<file path="src/rtl/vbd_pkg.sv">
package vbd_pkg;

    // Bytes held for the longest block code (a, b and eight colours).
    localparam int CODE_BYTES = 10;

    // Register indexes of the configuration port.
    localparam logic [1:0] REG_ACROSS = 2'd0;
    localparam logic [1:0] REG_DOWN   = 2'd1;
    localparam logic [1:0] REG_PITCH  = 2'd2;

    // Thresholds on the second byte of a code.
    localparam logic [7:0] B_TWO_END  = 8'h80;
    localparam logic [7:0] B_SKIP_LO  = 8'h84;
    localparam logic [7:0] B_SKIP_END = 8'h88;
    localparam logic [7:0] B_EIGHT_LO = 8'h90;

    // Code lengths in bytes.
    localparam logic [3:0] LEN_TWO   = 4'd4;
    localparam logic [3:0] LEN_EIGHT = 4'd10;
    localparam logic [3:0] LEN_SHORT = 4'd2;

    // Code classes.
    typedef logic [1:0] kind_t;
    localparam kind_t KIND_FILL  = 2'd0;
    localparam kind_t KIND_TWO   = 2'd1;
    localparam kind_t KIND_EIGHT = 2'd2;
    localparam kind_t KIND_SKIP  = 2'd3;

    // One complete block code as handed from the byte collector to the executor.
    typedef struct packed {
        logic            fs;
        kind_t           kind;
        logic [7:0]      a;
        logic [7:0]      b;
        logic [7:0][7:0] colours;
    } code_t;

    // Frame geometry registers.
    typedef struct packed {
        logic [8:0]  across;
        logic [8:0]  down;
        logic [12:0] pitch;
    } cfg_t;

    // One result leaving the executor.
    typedef struct packed {
        logic [31:0] pixels;
        logic        we;
        logic        last;
        logic        done;
    } result_t;

endpackage

</file>
<file path="src/rtl/vbd_front.sv">
module vbd_front
(
    input  logic          clk,
    input  logic          rst_n,
    input  logic          accept,
    input  logic [7:0]    code_byte,
    input  logic          frame_start,
    output logic          push,
    output vbd_pkg::code_t push_code
);

    logic [7:0] bytes_reg [vbd_pkg::CODE_BYTES];
    logic [7:0] bytes_next [vbd_pkg::CODE_BYTES];
    logic [3:0] held_reg;
    logic [3:0] held_next;
    logic       fs_first_reg;
    logic       fs_first_next;
    logic [3:0] idx;
    logic [3:0] cnt;
    logic [3:0] need;
    logic [7:0] b_cur;

    function automatic logic [3:0] code_length(input logic [7:0] b);
        if (b < vbd_pkg::B_TWO_END)
            return vbd_pkg::LEN_TWO;
        else if (b >= vbd_pkg::B_EIGHT_LO)
            return vbd_pkg::LEN_EIGHT;
        else
            return vbd_pkg::LEN_SHORT;
    endfunction

    function automatic vbd_pkg::kind_t classify(input logic [7:0] b);
        if (b < vbd_pkg::B_TWO_END)
            return vbd_pkg::KIND_TWO;
        else if (b >= vbd_pkg::B_EIGHT_LO)
            return vbd_pkg::KIND_EIGHT;
        else if (b >= vbd_pkg::B_SKIP_LO && b < vbd_pkg::B_SKIP_END)
            return vbd_pkg::KIND_SKIP;
        else
            return vbd_pkg::KIND_FILL;
    endfunction

    always_comb
    begin
        // A frame start throws away any partial code and begins a new one.
        idx = frame_start ? 4'd0 : held_reg;
        bytes_next = bytes_reg;
        if (accept)
        begin
            bytes_next[idx] = code_byte;
        end
        cnt   = idx + 4'd1;
        b_cur = bytes_next[1];
        need  = code_length(b_cur);
        push  = accept && (cnt >= 4'd2) && (cnt == need);

        held_next = held_reg;
        if (accept)
        begin
            held_next = push ? 4'd0 : cnt;
        end
        fs_first_next = (accept && idx == 4'd0) ? frame_start : fs_first_reg;

        push_code.fs   = (idx == 4'd0) ? frame_start : fs_first_reg;
        push_code.kind = classify(b_cur);
        push_code.a    = bytes_next[0];
        push_code.b    = b_cur;
        for (int i = 0; i < 8; i++)
        begin
            push_code.colours[i] = bytes_next[i + 2];
        end
    end

    always_ff @(posedge clk or negedge rst_n)
    begin
        if (!rst_n)
        begin
            held_reg     <= 4'd0;
            fs_first_reg <= 1'b0;
        end
        else
        begin
            held_reg     <= held_next;
            fs_first_reg <= fs_first_next;
        end
    end

    always_ff @(posedge clk)
    begin
        bytes_reg <= bytes_next;
    end

endmodule

</file>
<file path="src/rtl/vbd_queue.sv">
module vbd_queue
(
    input  logic           clk,
    input  logic           rst_n,
    input  logic           push,
    input  vbd_pkg::code_t push_code,
    output logic           full,
    input  logic           pop,
    output logic           valid,
    output vbd_pkg::code_t pop_code
);

    vbd_pkg::code_t slots_reg [2];
    logic           wr_ptr_reg;
    logic           rd_ptr_reg;
    logic [1:0]     count_reg;

    assign full     = (count_reg == 2'd2);
    assign valid    = (count_reg != 2'd0);
    assign pop_code = slots_reg[rd_ptr_reg];

    always_ff @(posedge clk or negedge rst_n)
    begin
        if (!rst_n)
        begin
            wr_ptr_reg <= 1'b0;
            rd_ptr_reg <= 1'b0;
            count_reg  <= 2'd0;
        end
        else
        begin
            if (push)
            begin
                wr_ptr_reg <= ~wr_ptr_reg;
            end
            if (pop)
            begin
                rd_ptr_reg <= ~rd_ptr_reg;
            end
            if (push && !pop)
            begin
                count_reg <= count_reg + 2'd1;
            end
            else if (pop && !push)
            begin
                count_reg <= count_reg - 2'd1;
            end
        end
    end

    always_ff @(posedge clk)
    begin
        if (push)
        begin
            slots_reg[wr_ptr_reg] <= push_code;
        end
    end

    a_no_overflow: assert property (@(posedge clk) disable iff (!rst_n)
        push |-> !full)
        else $error("code queue written while full");

    a_no_underflow: assert property (@(posedge clk) disable iff (!rst_n)
        pop |-> valid)
        else $error("code queue read while empty");

endmodule

</file>
<file path="src/rtl/vbd_back.sv">
module vbd_back
#(
    parameter int ADDR_BITS  = 20,
    parameter int MAX_BLOCKS = 256
)
(
    input  logic            clk,
    input  logic            rst_n,
    input  vbd_pkg::cfg_t   cfg,
    input  logic            q_valid,
    input  vbd_pkg::code_t  q_code,
    output logic            q_pop,
    output logic            out_valid,
    output logic [ADDR_BITS-1:0] out_addr,
    output vbd_pkg::result_t out_res,
    input  logic            out_ready
);

    localparam int CW = $clog2(MAX_BLOCKS + 1);

    localparam logic [1:0] ST_IDLE = 2'd0;
    localparam logic [1:0] ST_ROWS = 2'd1;
    localparam logic [1:0] ST_SKIP = 2'd2;

    logic [1:0]           state_reg, state_next;
    vbd_pkg::code_t       code_reg, code_next;
    logic [1:0]           row_cnt_reg, row_cnt_next;
    logic [ADDR_BITS-1:0] row_addr_reg, row_addr_next;
    logic [9:0]           skip_cnt_reg, skip_cnt_next;
    logic [CW-1:0]        column_reg, column_next;
    logic [CW-1:0]        brow_reg, brow_next;
    logic [ADDR_BITS-1:0] row_base_reg, row_base_next;
    logic                 finished_reg, finished_next;
    logic                 out_valid_reg, out_valid_next;
    logic [ADDR_BITS-1:0] out_addr_reg, out_addr_next;
    vbd_pkg::result_t     out_res_reg, out_res_next;

    logic [CW-1:0]        across_eff, down_eff;
    logic [CW-1:0]        col_inc, brow_inc;
    logic                 wrap;
    logic [CW-1:0]        adv_col, adv_row;
    logic [ADDR_BITS-1:0] adv_base;
    logic                 adv_fin;
    logic                 slot_free;
    logic [ADDR_BITS-1:0] base_eff;
    logic [CW-1:0]        col_eff;
    logic [9:0]           skip_n;

    function automatic logic [31:0] row_pixels(input vbd_pkg::code_t c, input logic [1:0] r);
        logic [15:0] flags;
        logic        bit_sel;
        logic [7:0]  pix;
        logic [31:0] res;
        flags = ~{c.b, c.a};
        res   = 32'd0;
        for (int x = 0; x < 4; x++)
        begin
            bit_sel = flags[{r, 2'(x)}];
            case (c.kind)
                vbd_pkg::KIND_TWO:   pix = c.colours[{2'b00, bit_sel}];
                vbd_pkg::KIND_EIGHT: pix = c.colours[{r[1], 1'(x >> 1), bit_sel}];
                default:             pix = c.a;
            endcase
            res[8*x +: 8] = pix;
        end
        return res;
    endfunction

    // Geometry registers are clamped to one block and to the largest frame.
    always_comb
    begin
        if (cfg.across == 9'd0)
            across_eff = CW'(1);
        else if (32'(cfg.across) > 32'(MAX_BLOCKS))
            across_eff = CW'(MAX_BLOCKS);
        else
            across_eff = CW'(cfg.across);
        if (cfg.down == 9'd0)
            down_eff = CW'(1);
        else if (32'(cfg.down) > 32'(MAX_BLOCKS))
            down_eff = CW'(MAX_BLOCKS);
        else
            down_eff = CW'(cfg.down);
    end

    // Position after one block step.
    always_comb
    begin
        col_inc  = column_reg + CW'(1);
        brow_inc = brow_reg + CW'(1);
        wrap     = (col_inc >= across_eff);
        adv_col  = wrap ? CW'(0) : col_inc;
        adv_row  = wrap ? brow_inc : brow_reg;
        adv_base = wrap ? (row_base_reg + ADDR_BITS'({cfg.pitch, 2'b00})) : row_base_reg;
        adv_fin  = wrap && (brow_inc >= down_eff);
    end

    assign slot_free = !out_valid_reg || out_ready;
    assign skip_n    = {q_code.b[1:0], q_code.a};   // ((b - 0x84) << 8) + a
    assign base_eff  = q_code.fs ? '0 : row_base_reg;
    assign col_eff   = q_code.fs ? '0 : column_reg;

    always_comb
    begin
        state_next     = state_reg;
        code_next      = code_reg;
        row_cnt_next   = row_cnt_reg;
        row_addr_next  = row_addr_reg;
        skip_cnt_next  = skip_cnt_reg;
        column_next    = column_reg;
        brow_next      = brow_reg;
        row_base_next  = row_base_reg;
        finished_next  = finished_reg;
        out_valid_next = out_valid_reg && !out_ready;
        out_addr_next  = out_addr_reg;
        out_res_next   = out_res_reg;
        q_pop          = 1'b0;

        case (state_reg)
            ST_IDLE:
            begin
                if (q_valid)
                begin
                    q_pop     = 1'b1;
                    code_next = q_code;
                    if (q_code.fs)
                    begin
                        column_next   = '0;
                        brow_next     = '0;
                        row_base_next = '0;
                        finished_next = 1'b0;
                    end
                    // Codes arriving after the end of a frame are dropped.
                    if (q_code.fs || !finished_reg)
                    begin
                        if (q_code.kind == vbd_pkg::KIND_SKIP)
                        begin
                            skip_cnt_next = skip_n;
                            if (skip_n == 10'd0)
                            begin
                                finished_next = 1'b1;
                            end
                            state_next = ST_SKIP;
                        end
                        else
                        begin
                            row_cnt_next  = 2'd0;
                            row_addr_next = base_eff + ADDR_BITS'({col_eff, 2'b00});
                            state_next    = ST_ROWS;
                        end
                    end
                end
            end
            ST_ROWS:
            begin
                if (slot_free)
                begin
                    out_valid_next      = 1'b1;
                    out_addr_next       = row_addr_reg;
                    out_res_next.pixels = row_pixels(code_reg, row_cnt_reg);
                    out_res_next.we     = 1'b1;
                    out_res_next.last   = (row_cnt_reg == 2'd3);
                    out_res_next.done   = (row_cnt_reg == 2'd3) && adv_fin;
                    row_addr_next       = row_addr_reg + ADDR_BITS'(cfg.pitch);
                    row_cnt_next        = row_cnt_reg + 2'd1;
                    if (row_cnt_reg == 2'd3)
                    begin
                        column_next   = adv_col;
                        brow_next     = adv_row;
                        row_base_next = adv_base;
                        finished_next = adv_fin;
                        state_next    = ST_IDLE;
                    end
                end
            end
            ST_SKIP:
            begin
                if (skip_cnt_reg == 10'd0 || finished_reg)
                begin
                    if (slot_free)
                    begin
                        out_valid_next      = 1'b1;
                        out_addr_next       = '0;
                        out_res_next.pixels = 32'd0;
                        out_res_next.we     = 1'b0;
                        out_res_next.last   = 1'b1;
                        out_res_next.done   = finished_reg;
                        state_next          = ST_IDLE;
                    end
                end
                else
                begin
                    column_next   = adv_col;
                    brow_next     = adv_row;
                    row_base_next = adv_base;
                    finished_next = adv_fin;
                    skip_cnt_next = skip_cnt_reg - 10'd1;
                end
            end
            default:
            begin
                state_next = ST_IDLE;
            end
        endcase
    end

    always_ff @(posedge clk or negedge rst_n)
    begin
        if (!rst_n)
        begin
            state_reg     <= ST_IDLE;
            column_reg    <= '0;
            brow_reg      <= '0;
            row_base_reg  <= '0;
            finished_reg  <= 1'b1;
            out_valid_reg <= 1'b0;
        end
        else
        begin
            state_reg     <= state_next;
            column_reg    <= column_next;
            brow_reg      <= brow_next;
            row_base_reg  <= row_base_next;
            finished_reg  <= finished_next;
            out_valid_reg <= out_valid_next;
        end
    end

    always_ff @(posedge clk)
    begin
        code_reg     <= code_next;
        row_cnt_reg  <= row_cnt_next;
        row_addr_reg <= row_addr_next;
        skip_cnt_reg <= skip_cnt_next;
        out_addr_reg <= out_addr_next;
        out_res_reg  <= out_res_next;
    end

    assign out_valid = out_valid_reg;
    assign out_addr  = out_addr_reg;
    assign out_res   = out_res_reg;

    a_skip_single: assert property (@(posedge clk) disable iff (!rst_n)
        (out_valid_reg && !out_res_reg.we) |-> out_res_reg.last)
        else $error("skip notice without end-of-code mark");

    a_rows_end: assert property (@(posedge clk) disable iff (!rst_n)
        (state_reg == ST_ROWS && row_cnt_reg == 2'd3 && slot_free) |=> state_reg == ST_IDLE)
        else $error("block decode did not finish after its fourth row");

    a_column_bound: assert property (@(posedge clk) disable iff (!rst_n)
        column_reg < CW'(MAX_BLOCKS))
        else $error("block column outside the frame");

endmodule

</file>
<file path="src/rtl/video1_8bit_block_decoder.sv">
// Channel   Dir  Handshake                       Payload
// s_axis    in   s_axis_tvalid / s_axis_tready   tdata: code_byte; tuser: frame_start
// m_axis    out  m_axis_tvalid / m_axis_tready   tdata: write_addr, row_pixels;
//                                                tuser: write_enable, frame_done;
//                                                tlast: last_of_code
// cfg       in   cfg_write (no back-pressure)    cfg_index, cfg_data
//
// Each compressed byte is one transfer; complete codes wait in a two-entry queue. The
// executor takes a code from the queue, then writes the block's four rows in turn, or steps
// over each skipped block and then sends the notice; the row loop sets the pace for fill codes.
// Reset is asynchronous and active low; afterwards bytes are ignored until a frame start.
// Input stalls only when the code queue is full; a held result stalls the executor behind it.
module video1_8bit_block_decoder
#(
    parameter int ADDR_BITS  = 20,
    parameter int MAX_BLOCKS = 256
)
(
    input  logic        clk,
    input  logic        rst_n,

    input  logic        s_axis_tvalid,
    output logic        s_axis_tready,
    input  logic [7:0]  s_axis_tdata,   // [7:0] code_byte
    input  logic        s_axis_tuser,   // [0] frame_start

    output logic        m_axis_tvalid,
    input  logic        m_axis_tready,
    output logic [55:0] m_axis_tdata,   // [19:0] write_addr, [51:20] row_pixels, rest zero
    output logic [1:0]  m_axis_tuser,   // [0] write_enable, [1] frame_done
    output logic        m_axis_tlast,   // last_of_code

    input  logic        cfg_write,
    input  logic [1:0]  cfg_index,
    input  logic [12:0] cfg_data
);

    // The address port is twenty bits; narrower address spaces are zero-extended.
    localparam int OW = (ADDR_BITS < 20) ? ADDR_BITS : 20;

    logic [8:0]  across_reg;
    logic [8:0]  down_reg;
    logic [12:0] pitch_reg;

    vbd_pkg::cfg_t    cfg;
    logic             in_accept;
    logic             push;
    vbd_pkg::code_t   push_code;
    logic             q_full;
    logic             q_pop;
    logic             q_valid;
    vbd_pkg::code_t   q_code;
    logic             out_valid;
    logic [ADDR_BITS-1:0] out_addr;
    vbd_pkg::result_t out_res;

    // Geometry registers; writes to an unused index are ignored.
    always_ff @(posedge clk or negedge rst_n)
    begin
        if (!rst_n)
        begin
            across_reg <= 9'd39;
            down_reg   <= 9'd30;
            pitch_reg  <= 13'd156;
        end
        else if (cfg_write)
        begin
            case (cfg_index)
                vbd_pkg::REG_ACROSS: across_reg <= cfg_data[8:0];
                vbd_pkg::REG_DOWN:   down_reg   <= cfg_data[8:0];
                vbd_pkg::REG_PITCH:  pitch_reg  <= cfg_data;
                default:             ;
            endcase
        end
    end

    assign cfg.across = across_reg;
    assign cfg.down   = down_reg;
    assign cfg.pitch  = pitch_reg;

    // A byte transfer needs room in the queue for the code it might complete.
    assign s_axis_tready = !q_full;
    assign in_accept     = s_axis_tvalid && s_axis_tready;

    vbd_front u_front
    (
        .clk         (clk),
        .rst_n       (rst_n),
        .accept      (in_accept),
        .code_byte   (s_axis_tdata),
        .frame_start (s_axis_tuser),
        .push        (push),
        .push_code   (push_code)
    );

    vbd_queue u_queue
    (
        .clk       (clk),
        .rst_n     (rst_n),
        .push      (push),
        .push_code (push_code),
        .full      (q_full),
        .pop       (q_pop),
        .valid     (q_valid),
        .pop_code  (q_code)
    );

    vbd_back
    #(
        .ADDR_BITS  (ADDR_BITS),
        .MAX_BLOCKS (MAX_BLOCKS)
    )
    u_back
    (
        .clk       (clk),
        .rst_n     (rst_n),
        .cfg       (cfg),
        .q_valid   (q_valid),
        .q_code    (q_code),
        .q_pop     (q_pop),
        .out_valid (out_valid),
        .out_addr  (out_addr),
        .out_res   (out_res),
        .out_ready (m_axis_tready)
    );

    assign m_axis_tvalid = out_valid;
    assign m_axis_tdata  = {4'b0000, out_res.pixels, 20'(out_addr[OW-1:0])};
    assign m_axis_tuser  = {out_res.done, out_res.we};
    assign m_axis_tlast  = out_res.last;

endmodule

</file>
<file path="config.mk">
export PLATFORM = sky130hd
export DESIGN_NAME = video1_8bit_block_decoder
export DESIGN_NICKNAME = d
export VERILOG_FILES = /design/src/rtl/vbd_pkg.sv /design/src/rtl/vbd_front.sv /design/src/rtl/vbd_queue.sv /design/src/rtl/vbd_back.sv /design/src/rtl/video1_8bit_block_decoder.sv
export SDC_FILE = /design/constraint.sdc
export NUM_CORES = 1
export LEC_CHECK = 0
export BUFFER_PORTS_ARGS = -buffer_cell sky130_fd_sc_hd__buf_2
export CAP_MARGIN = 25
export CELL_PAD_IN_SITES_DETAIL_PLACEMENT = 0
export CELL_PAD_IN_SITES_GLOBAL_PLACEMENT = 1
export CORE_MARGIN = 8
export CORE_UTILIZATION = 36
export CTS_BUF_LIST = sky130_fd_sc_hd__clkbuf_4
export DETAILED_ROUTE_END_ITERATION = 8
export PLACE_DENSITY = 0.63
export SLEW_MARGIN = 20
export SYNTH_ARGS = -nofsm -noshare
export SYNTH_HDL_FRONTEND = slang
export SYNTH_SLANG_ARGS = --single-unit
</file>
<file path="constraint.sdc">
create_clock -name clk -period 14.8 [get_ports clk]
set_clock_uncertainty 0.05 [all_clocks]
set_input_delay 0.74 -clock clk [delete_from_list [all_inputs] [get_ports clk]]
set_output_delay 0.74 -clock clk [all_outputs]
set_load 0.02 [all_outputs]
</file>
==> impl_metrics.yaml, run 1 <==
min_path:
  whs_path_depth: 2
  hold_class: "in -> reg"
yosys:
  synth-adder-area-share: 0.0406
  synth_compound_area_frac: 0.0825
  synth_xor_xnor_area_share: 0.0219
  synth_edf_count: 335
  ys_seq_elements: 497
  yosys_warnings: 0
  synth_top_family_by_area: "multiplexers"
  ys_types: 83
  synthMuxAreaShare: 0.142
  yosysSeqAreaShare: 0.612
  avgSynthCellArea_um2: 13.7
  ys.flop_type: "edfxtp_1"
  yosys.area_share.simple: 0.0795
  async_flop_share: 0.165
  synth_cells: 1643
  synthesis.area_um2: 22400
finish:
  mostFrequentLayoutCells: "335 x edfxtp_1, 215 x clkbuf_4, 210 x mux2_2"
  areaGrowthSynthToFinish_pct: 14.8
  largest_reg_flops: 166
  nets: 1928
  n_fill_cell: 5851
  mostFrequentLayoutCell: "edfxtp_1"
  drive_gt1_frac: 0.314
critical_path:
  r2r_cells: 10
  arrival_ps: 4930
  cp-startpoint: "u_front.held_reg[0]"
  reg2reg_slack_ps: 10340
  r2r-end: "u_queue.slots_reg[1][64]"
  crit_type: "reg -> reg"
  crit_end: "u_queue.slots_reg[1][64]"
  worstPathMaxFanout: 52
  startpoint_type: "flop"
  cp.required_ps: 15270
  r2r_start: "u_front.held_reg[0]"
  crit_path_end_kind: "flop"
route:
  wl_per_cell_um: 19.7
  viasPerCell: 5.04
  vias: 14000
  ant_nets: 0
  dr.pass1.iters: 7
  drtIter0Drc: 888
  post-route-drc-count: 0
  drt-total-wl_mm: 54.7
clocking:
  clk_pin_slew_worst_paths_ps: 60
  cts_tree: "done"
  cts_root_buf: "clkbuf_4"
  clockBufferDepth: 3
  ctsHtreeMaxLevel: 4
  cts.sinks: 497
  clk_latency_ps: 930
  numCtsBuffers: 136
sta:
  worst_pin_slew_ps: 841
  grt_setup_unrepaired: "no"
  maxSlewViolCount: 0
  setup_viol: 0
  min_period_over_period: 0.302
  period_needed_ps: 4460
  hold_violations: 0
  relSlewSlack: 0.433
  finalSetupTns_ps: 0
  max_freq_ghz: 0.224
floorplan:
  rows: 91
  io_pins: 90
  die_h_um: 266
  initial_utilization: 0.364
  dieArea_um2: 70600
  coreArea_um2: 61700
  die_w_um: 266
power_and_ir_drop:
  peakVddDrop_v: 0.0000992
  power_density_nw_per_um2: 228
  power.total_mw: 5.87
  p_leak_nw: 10.0
flow_run:
  maxCapViolCount: 0
grt:
  globalRouteOverflowTotal: 0
  grt_first_pass_wirelength_mm: 83.7
  grt_max_degree: 63
  grt_pass1_vias: 14300
  grt_use_total: 0.154
  antenna_found_initial: 5
place:
  gp_congestion: 0.776
  dp_hpwl_mm: 36.3
  port_buffers: 85
outcome:
  status: "finished clean"
[metal layers]
layer | up-vias | wire (µm) | part of all wire | track usage
met4 | 4 | 1060 | 0.019 | 0.0472
met3 | 99 | 3320 | 0.061 | 0.0462
li1 | 6641 | - | - | -
met2 | 376 | 24400 | 0.45 | 0.233
met1 | 6893 | 25900 | 0.47 | 0.211
met5 | - | 27 | 0.00049 | 0
[area by class of cell]
| cell class | instances | area (µm²) | share of cell area |
|---|---|---|---|
| inverters | 40 | 150 | 0.00583 |
| well taps | 837 | 1050 | 0.0406 |
| repair buffers | 118 | 723 | 0.0281 |
| diodes | 2 | 5.00 | 0.000194 |
| multi-input cells | 1035 | 8270 | 0.321 |
| flip-flops and latches | 497 | 13700 | 0.533 |
| clock inverters | 34 | 228 | 0.00884 |
| clock buffers | 215 | 1610 | 0.0626 |
[critical path: stages (launching register included)]
cell	delay, ps
dfrtp_1	350
nor2b_1	340
ha_1	300
nand4_1	580
mux2i_1	430
mux2_2	380
nor2_1	180
nand2b_2	130
inv_1	100
and2_4	450
buf_4	680
[worst min-delay path by stage]
stage,start,endpoint
floorplan,rst_n,across_reg[3]
detailed placement,u_front.bytes_reg[33],u_front.bytes_reg[33]
global route,s_axis_tuser,u_front.fs_first_reg
CTS,s_axis_tuser,u_front.fs_first_reg
finish,s_axis_tuser,u_front.fs_first_reg
global placement,u_front.bytes_reg[55],u_front.bytes_reg[55]
[metrics by stage]
stage               utilization  area [µm²]  instances  hold slack (ps)  setup WS (ps)
floorplan                     -       22500       1646              394           8390
finish                    0.418       25800       2778              185          10340
global placement          0.385       23800       2512              412           9900
detailed placement        0.385       23800       2513              422           9830
CTS                       0.418       25800       2776             16.7          10280
global route              0.418       25800       2777             69.0           9990
[power breakdown]
group / internal (mW) / leakage, nW / switching, mW
Combinational: 0.849 / 4.10 / 1.39
Sequential: 2.11 / 4.85 / 0.242
Clock: 0.689 / 1.10 / 0.592
[cells by family after synthesis]
logic type / after synthesis
other: 1
adder cells (fa/ha/maj): 71
flip-flops: 497
buffers and inverters: 114
multiplexers: 268
AND/OR/NAND/NOR: 365
AO/OA/AOI/OAI: 271
XOR/XNOR: 56
[synth_stat cells (all sizes together) (17+ instances only)]
cell type | number | share of area
mux2i | 38 | 0.017
ha | 68 | 0.038
nand3 | 23 | 0.0051
buf | 26 | 0.0065
nor2b | 37 | 0.010
xnor2 | 35 | 0.014
clkbuf | 48 | 0.0081
a221oi | 19 | 0.0080
o22ai | 17 | 0.0047
dfxtp | 80 | 0.071
mux4 | 20 | 0.020
nor2 | 103 | 0.017
inv | 37 | 0.0062
xor2 | 21 | 0.0082
a21o | 17 | 0.0057
and2 | 20 | 0.0056
o21ai | 67 | 0.015
mux2 | 210 | 0.11
edfxtp | 335 | 0.45
nand2 | 100 | 0.017
dfrtp | 69 | 0.077
a21oi | 51 | 0.012
[repair_timing]
item | in CTS | in global routing
endpoints found under the hold margin | 49 | 0
buffers inserted | 0 | 0
setup endpoints to repair | 0 | 0
resized for setup | 0 | 0
hold buffers | 14 | 0
No activity file was read; power rests on OpenSTA's default activity.
==> run 2, diff against run 1 <==
ABC_AREA = 1   (was unset)
PLACE_DENSITY = 0.68   (was 0.63)
clock period = 3.9 ns   (was 14.8 ns; I/O delays follow)
==> impl_metrics.yaml, run 2 <==
yosys:
  synth_cells: 2399
  post-synth-top-count-cell: "nand2_1"
  synth_top_area_cell: "edfxtp_1"
  ys_types: 53
  netlist_top_cells_area: "edfxtp_1 43%, nand2_1 11%, dfrtp_1 7.4%"
  ys_seq_elements: 497
  synthTopCellsByCount: "676 x nand2_1, 335 x edfxtp_1, 193 x nor2_1"
  ys.flop_type: "edfxtp_1"
  yosys_warnings: 0
  avgSynthCellArea_um2: 9.69
  yosysSeqAreaShare: 0.591
  synth.top_cell.area_share: 0.433
  synthesis.area_um2: 23200
  synth_edf_count: 335
  async_flop_share: 0.165
critical_path:
  critical_path.cell_chain: "inv_1 -> nor2_1 -> ha_1 -> nand3_4 -> nor2_4 -> nand2_1 -> dlygate4sd3_1 -> o21ai_4 -> nor2_2 -> nor2_4 -> nand3_4 -> nor2_4 -> buf_12"
  crit_type: "reg -> reg"
  arrival_ps: 4160
  crit_top_cell: "nor2_4"
  critPathSlowestCell: "dlygate4sd3_1"
  crit_path_end_kind: "flop"
  startpoint_type: "flop"
  cp.required_ps: 4420
  worstPathMaxFanout: 77
  slowest_delay_ps: 620
place:
  port_buffers: 85
  dp_hpwl_mm: 42.5
  gp_congestion: 0.913
  placed_area_um2: 24600
power_and_ir_drop:
  peakVddDrop_v: 0.000397
  power_density_nw_per_um2: 881
  power.total_mw: 23.7
  p_leak_nw: 11.6
sta:
  relSlewSlack: 0.319
  holdWs_ps: 149
  grt_setup_unrepaired: "no"
  worst_pin_slew_ps: 1020
  max_freq_ghz: 0.275
  period_needed_ps: 3640
  hold_violations: 0
  min_period_over_period: 0.932
  setup_viol: 0
  maxSlewViolCount: 0
  finalSetupTns_ps: 0
clocking:
  clk_latency_ps: 980
  post_cts_buffers: 0
  cts.sinks: 497
  clk_pin_slew_worst_paths_ps: 70
  numCtsBuffers: 137
  cts_root_buf: "clkbuf_4"
  cts_tree: "done"
  clockBufferDepth: 3
  ctsHtreeMaxLevel: 4
grt:
  antenna_found_initial: 3
  globalRouteOverflowTotal: 0
  grt_max_degree: 84
  grt_use_total: 0.168
  grt_pass1_vias: 17200
  grt_first_pass_wirelength_mm: 96.7
finish:
  mostFrequentLayoutCell: "nand2_1"
  final_core_util: 0.420
  drive_gt1_frac: 0.166
  nets: 2717
  mostFrequentLayoutCells: "676 x nand2_1, 335 x edfxtp_1, 207 x clkbuf_4"
  final_area_um2: 26900
  areaGrowthSynthToFinish_pct: 15.9
  largest_reg_flops: 166
  n_fill_cell: 6232
floorplan:
  die_h_um: 270
  coreArea_um2: 64100
  dieArea_um2: 72900
  rows: 93
  io_pins: 90
  initial_utilization: 0.362
  die_w_um: 270
min_path:
  hold_class: "in -> reg"
route:
  drt-total-wl_mm: 61.8
  dr.pass1.iters: 5
  routed-wl-met2_mm: 29.9
  vias: 17300
  top_layer_used: "met5"
  wl_per_cell_um: 17.3
  post-route-drc-count: 0
  ant_nets: 0
  drtIter0Drc: 1016
  routedLengthMet1_mm: 27.6
  viasPerCell: 4.82
  met3_length_mm: 2.41
outcome:
  status: "finished clean"
flow_run:
  maxCapViolCount: 0
==> run 2: cell types whose count changed after synthesis, moves of 67 or more <==
cell	change
a21oi_1	+114
inv_1	+142
mux2_2	-177
nand2_1	+579
nand3_1	+82
nor2_1	+90
o21ai_0	+67
==> run 2: path summary, 6_finish.rpt <==
path / start / endpoint / slack (ps) / depth (start not counted)
setup / recovery: u_front.held_reg[0] / u_queue.slots_reg[1][78] / 260 / 13
hold / removal: cfg_index[0] / pitch_reg[2] / 150 / 4
setup reg to reg: u_front.held_reg[0] / u_queue.slots_reg[1][78] / 260 / 13
hold reg to reg: u_back.row_base_reg[0] / u_back.row_base_reg[0] / 420 / 2
max in group asynchronous: rst_n / u_queue.rd_ptr_reg / 2860 / 4
min in group asynchronous: rst_n / down_reg[1] / 400 / 3
==> run 2: what timing repair did <==
item	in CTS	in global routing
hold buffers	46	0
endpoints found under the setup margin	0	0
endpoints found under the hold margin	376	0
gates resized for setup	0	0
==> run 2: area by class of cell <==
| class | instances | area [µm²] | area share |
|---|---|---|---|
| diodes | 4 | 10.0 | 0.000372 |
| well taps | 855 | 1070 | 0.0397 |
| clock inverters | 40 | 256 | 0.00952 |
| multi-input cells | 1616 | 8360 | 0.310 |
| flip-flops and latches | 497 | 13700 | 0.510 |
| inverters | 201 | 756 | 0.0281 |
| clock buffers | 207 | 1550 | 0.0577 |
| repair buffers | 164 | 1200 | 0.0446 |
==> run 2: per-layer routing <==
metal,GRT usage,vias to the layer above
met5,0,-
met4,0.0751,2
met3,0.0332,116
met2,0.281,376
met1,0.208,8193
li1,-,8599
==> run 2: cells by family after synthesis <==
family | synth area share
multiplexers | 0.0229
other | 0.000161
buffers and inverters | 0.0515
AND/OR/NAND/NOR | 0.190
AO/OA/AOI/OAI | 0.0926
flip-flops | 0.591
adder cells (fa/ha/maj) | 0.0392
XOR/XNOR | 0.0132
==> run 2: power breakdown <==
part           internal [mW]  switching, mW  total (mW)
sequential              8.21          0.883        9.09
combinational           2.90           6.92        9.83
clock                   2.54           2.28        4.82
total                   13.6           10.1        23.7
==> run 2: metrics by stage <==
| step | setup WS, ps | cells |
|---|---|---|
| final | 264 | 3584 |
| after global routing | 70.4 | 3584 |
| after CTS | 317 | 3577 |
| after detailed placement | 845 | 3284 |
| after global placement | 916 | 3284 |
| after floorplan | -207 | 2402 |
==> run 2: worst max-delay path: cells and delay by family (launching register included) <==
kind / cells / cell delay (ps)
DFF: 1 / 340
adders and majority gates: 1 / 260
AOI/OAI and AO/OA: 1 / 130
buffers and inverters: 3 / 1030
and+or+nand+nor: 8 / 1310
==> run 3, diff against run 2 <==
CELL_PAD_IN_SITES_DETAIL_PLACEMENT = unset   (was 0)
CELL_PAD_IN_SITES_GLOBAL_PLACEMENT = unset   (was 1)
PLACE_DENSITY = 0.57   (was 0.68)
==> impl_metrics.yaml, run 3 (same netlist as run 2, synthesis figures left out) <==
clocking:
  cts_resized: 0
  clk_latency_ps: 940
  ctsHtreeMaxLevel: 4
  cts.sinks: 497
  cts_root_buf: "clkbuf_4"
  cts_tree: "done"
  numCtsBuffers: 136
  clockBufferDepth: 3
  post_cts_buffers: 0
  clk_pin_slew_worst_paths_ps: 60
  cts_hold_buf: 44
grt:
  grt_use_total: 0.163
  grt_first_pass_wirelength_mm: 94.7
  grt_pass1_vias: 17500
  antenna_found_initial: 2
  globalRouteOverflowTotal: 0
  grt_max_degree: 84
sta:
  max_freq_ghz: 0.280
  worst_pin_slew_ps: 1050
  maxSlewViolCount: 0
  finalSetupTns_ps: 0
  hold_violations: 0
  setup_viol: 0
  relSlewSlack: 0.296
  period_needed_ps: 3570
  min_period_over_period: 0.914
  holdWs_ps: 116
  grt_setup_unrepaired: "no"
finish:
  mostFrequentLayoutCell: "nand2_1"
  final_area_um2: 26900
  areaGrowthSynthToFinish_pct: 15.8
  nets: 2716
  mostFrequentLayoutCells: "676 x nand2_1, 335 x edfxtp_1, 208 x clkbuf_4"
  drive_gt1_frac: 0.167
  largest_reg_flops: 166
  n_fill_cell: 6176
floorplan:
  die_h_um: 270
  initial_utilization: 0.362
  dieArea_um2: 72900
  die_w_um: 270
  rows: 93
  io_pins: 90
  coreArea_um2: 64100
power_and_ir_drop:
  peakVddDrop_v: 0.000521
  clockPowerShare: 0.201
  p_leak_nw: 11.6
  p_sw_mw: 9.98
  switching_share: 0.422
  seq_power_share: 0.382
  internal-power_mw: 13.7
  comb_power_share: 0.417
  power_density_nw_per_um2: 880
critical_path:
  slowest_delay_ps: 600
  worstPathMaxFanout: 22
  crit_type: "reg -> reg"
  critPathSlowestCell: "dlygate4sd3_1"
  cp.required_ps: 4470
  crit_path_end_kind: "flop"
  arrival_ps: 4140
  crit_top_cell: "nor2_4"
  critical_path.cell_chain: "inv_1 -> nor2_1 -> ha_1 -> nand3_4 -> nor2_4 -> nand2_1 -> dlygate4sd3_1 -> o21ai_4 -> nor2_2 -> nor2_4 -> nand4_1 -> clkinv_2 -> buf_4"
  startpoint_type: "flop"
route:
  ant_nets: 0
  post-route-drc-count: 0
  vias: 17600
  viasPerCell: 4.93
  dr.pass1.iters: 7
  drtIter0Drc: 1337
  wl_per_cell_um: 16.7
  drt-total-wl_mm: 59.9
place:
  placed_area_um2: 24600
  port_buffers: 85
  dp_hpwl_mm: 40.9
  gp_congestion: 0.920
outcome:
  status: "finished clean"
min_path:
  hold_class: "in -> reg"
flow_run:
  maxCapViolCount: 0
==> run 3: cell types whose count changed in the layout (fill, tap and decap cells not counted), sizes merged <==
cell         delta
clkinv          -8
buf             +2
dlygate4sd3     -2
clkbuf          +1
clkinvlp        +1
diode           -1
==> run 3: worst paths after layout <==
path | startpoint | end | slack, ps | cells past startpoint
worst max register to register | u_front.held_reg[0] | u_queue.slots_reg[0][33] | 330 | 13
min in group asynchronous | rst_n | pitch_reg[4] | 420 | 3
worst max-delay path | u_front.held_reg[0] | u_queue.slots_reg[0][33] | 330 | 13
max in group asynchronous | rst_n | u_back.row_base_reg[3] | 2900 | 4
worst min register to register | u_back.row_base_reg[0] | u_back.row_base_reg[0] | 430 | 2
worst min-delay path | cfg_data[2] | across_reg[2] | 120 | 4
==> run 3: worst max-delay path: cells and delay by family, from the launching register on <==
family / cells / cell delay, ps
DFF: 1 / 340
AOI/OAI and AO/OA: 1 / 110
adders and majority gates: 1 / 260
buffers and inverters: 4 / 1390
and+or+nand+nor: 7 / 1090
==> run 3: cell type report <==
| class | count | area, µm² | area share |
|---|---|---|---|
| multi-input cells | 1616 | 8360 | 0.311 |
| flip-flops and latches | 497 | 13700 | 0.510 |
| repair buffers | 164 | 1200 | 0.0446 |
| diodes | 3 | 7.51 | 0.000279 |
| clock inverters | 33 | 228 | 0.00846 |
| clock buffers | 208 | 1560 | 0.0580 |
| well taps | 855 | 1070 | 0.0398 |
| inverters | 201 | 756 | 0.0281 |
==> run 3: layer usage <==
metal  wire, µm  part of all wire  global-route usage
met4       1620             0.027              0.0609
met5          0                 0                   0
met2      28000              0.47               0.261
met1      27100              0.45               0.212
met3       3100             0.052              0.0413
==> run 3: power groups by stage <==
stage | Sequential (mW) | Combinational (mW) | Clock, mW
after global placement | 9.10 | 9.49 | 0
after global routing | 9.20 | 11.0 | 5.21
after CTS | 9.05 | 9.80 | 4.94
final | 9.04 | 9.86 | 4.77
after floorplan | 9.26 | 6.62 | 0
after detailed placement | 9.14 | 9.71 | 0
==> run 3: through the flow <==
| stage | instances | worst slack [ps] | total power [mW] | utilization |
|---|---|---|---|---|
| after floorplan | 2402 | -207 | 15.9 | - |
| after global placement | 3286 | 764 | 18.6 | 0.384 |
| after detailed placement | 3286 | 601 | 18.8 | 0.384 |
| after CTS | 3571 | 340 | 23.8 | 0.419 |
| after global routing | 3577 | 98.4 | 25.4 | 0.420 |
| final | 3577 | 334 | 23.7 | 0.420 |
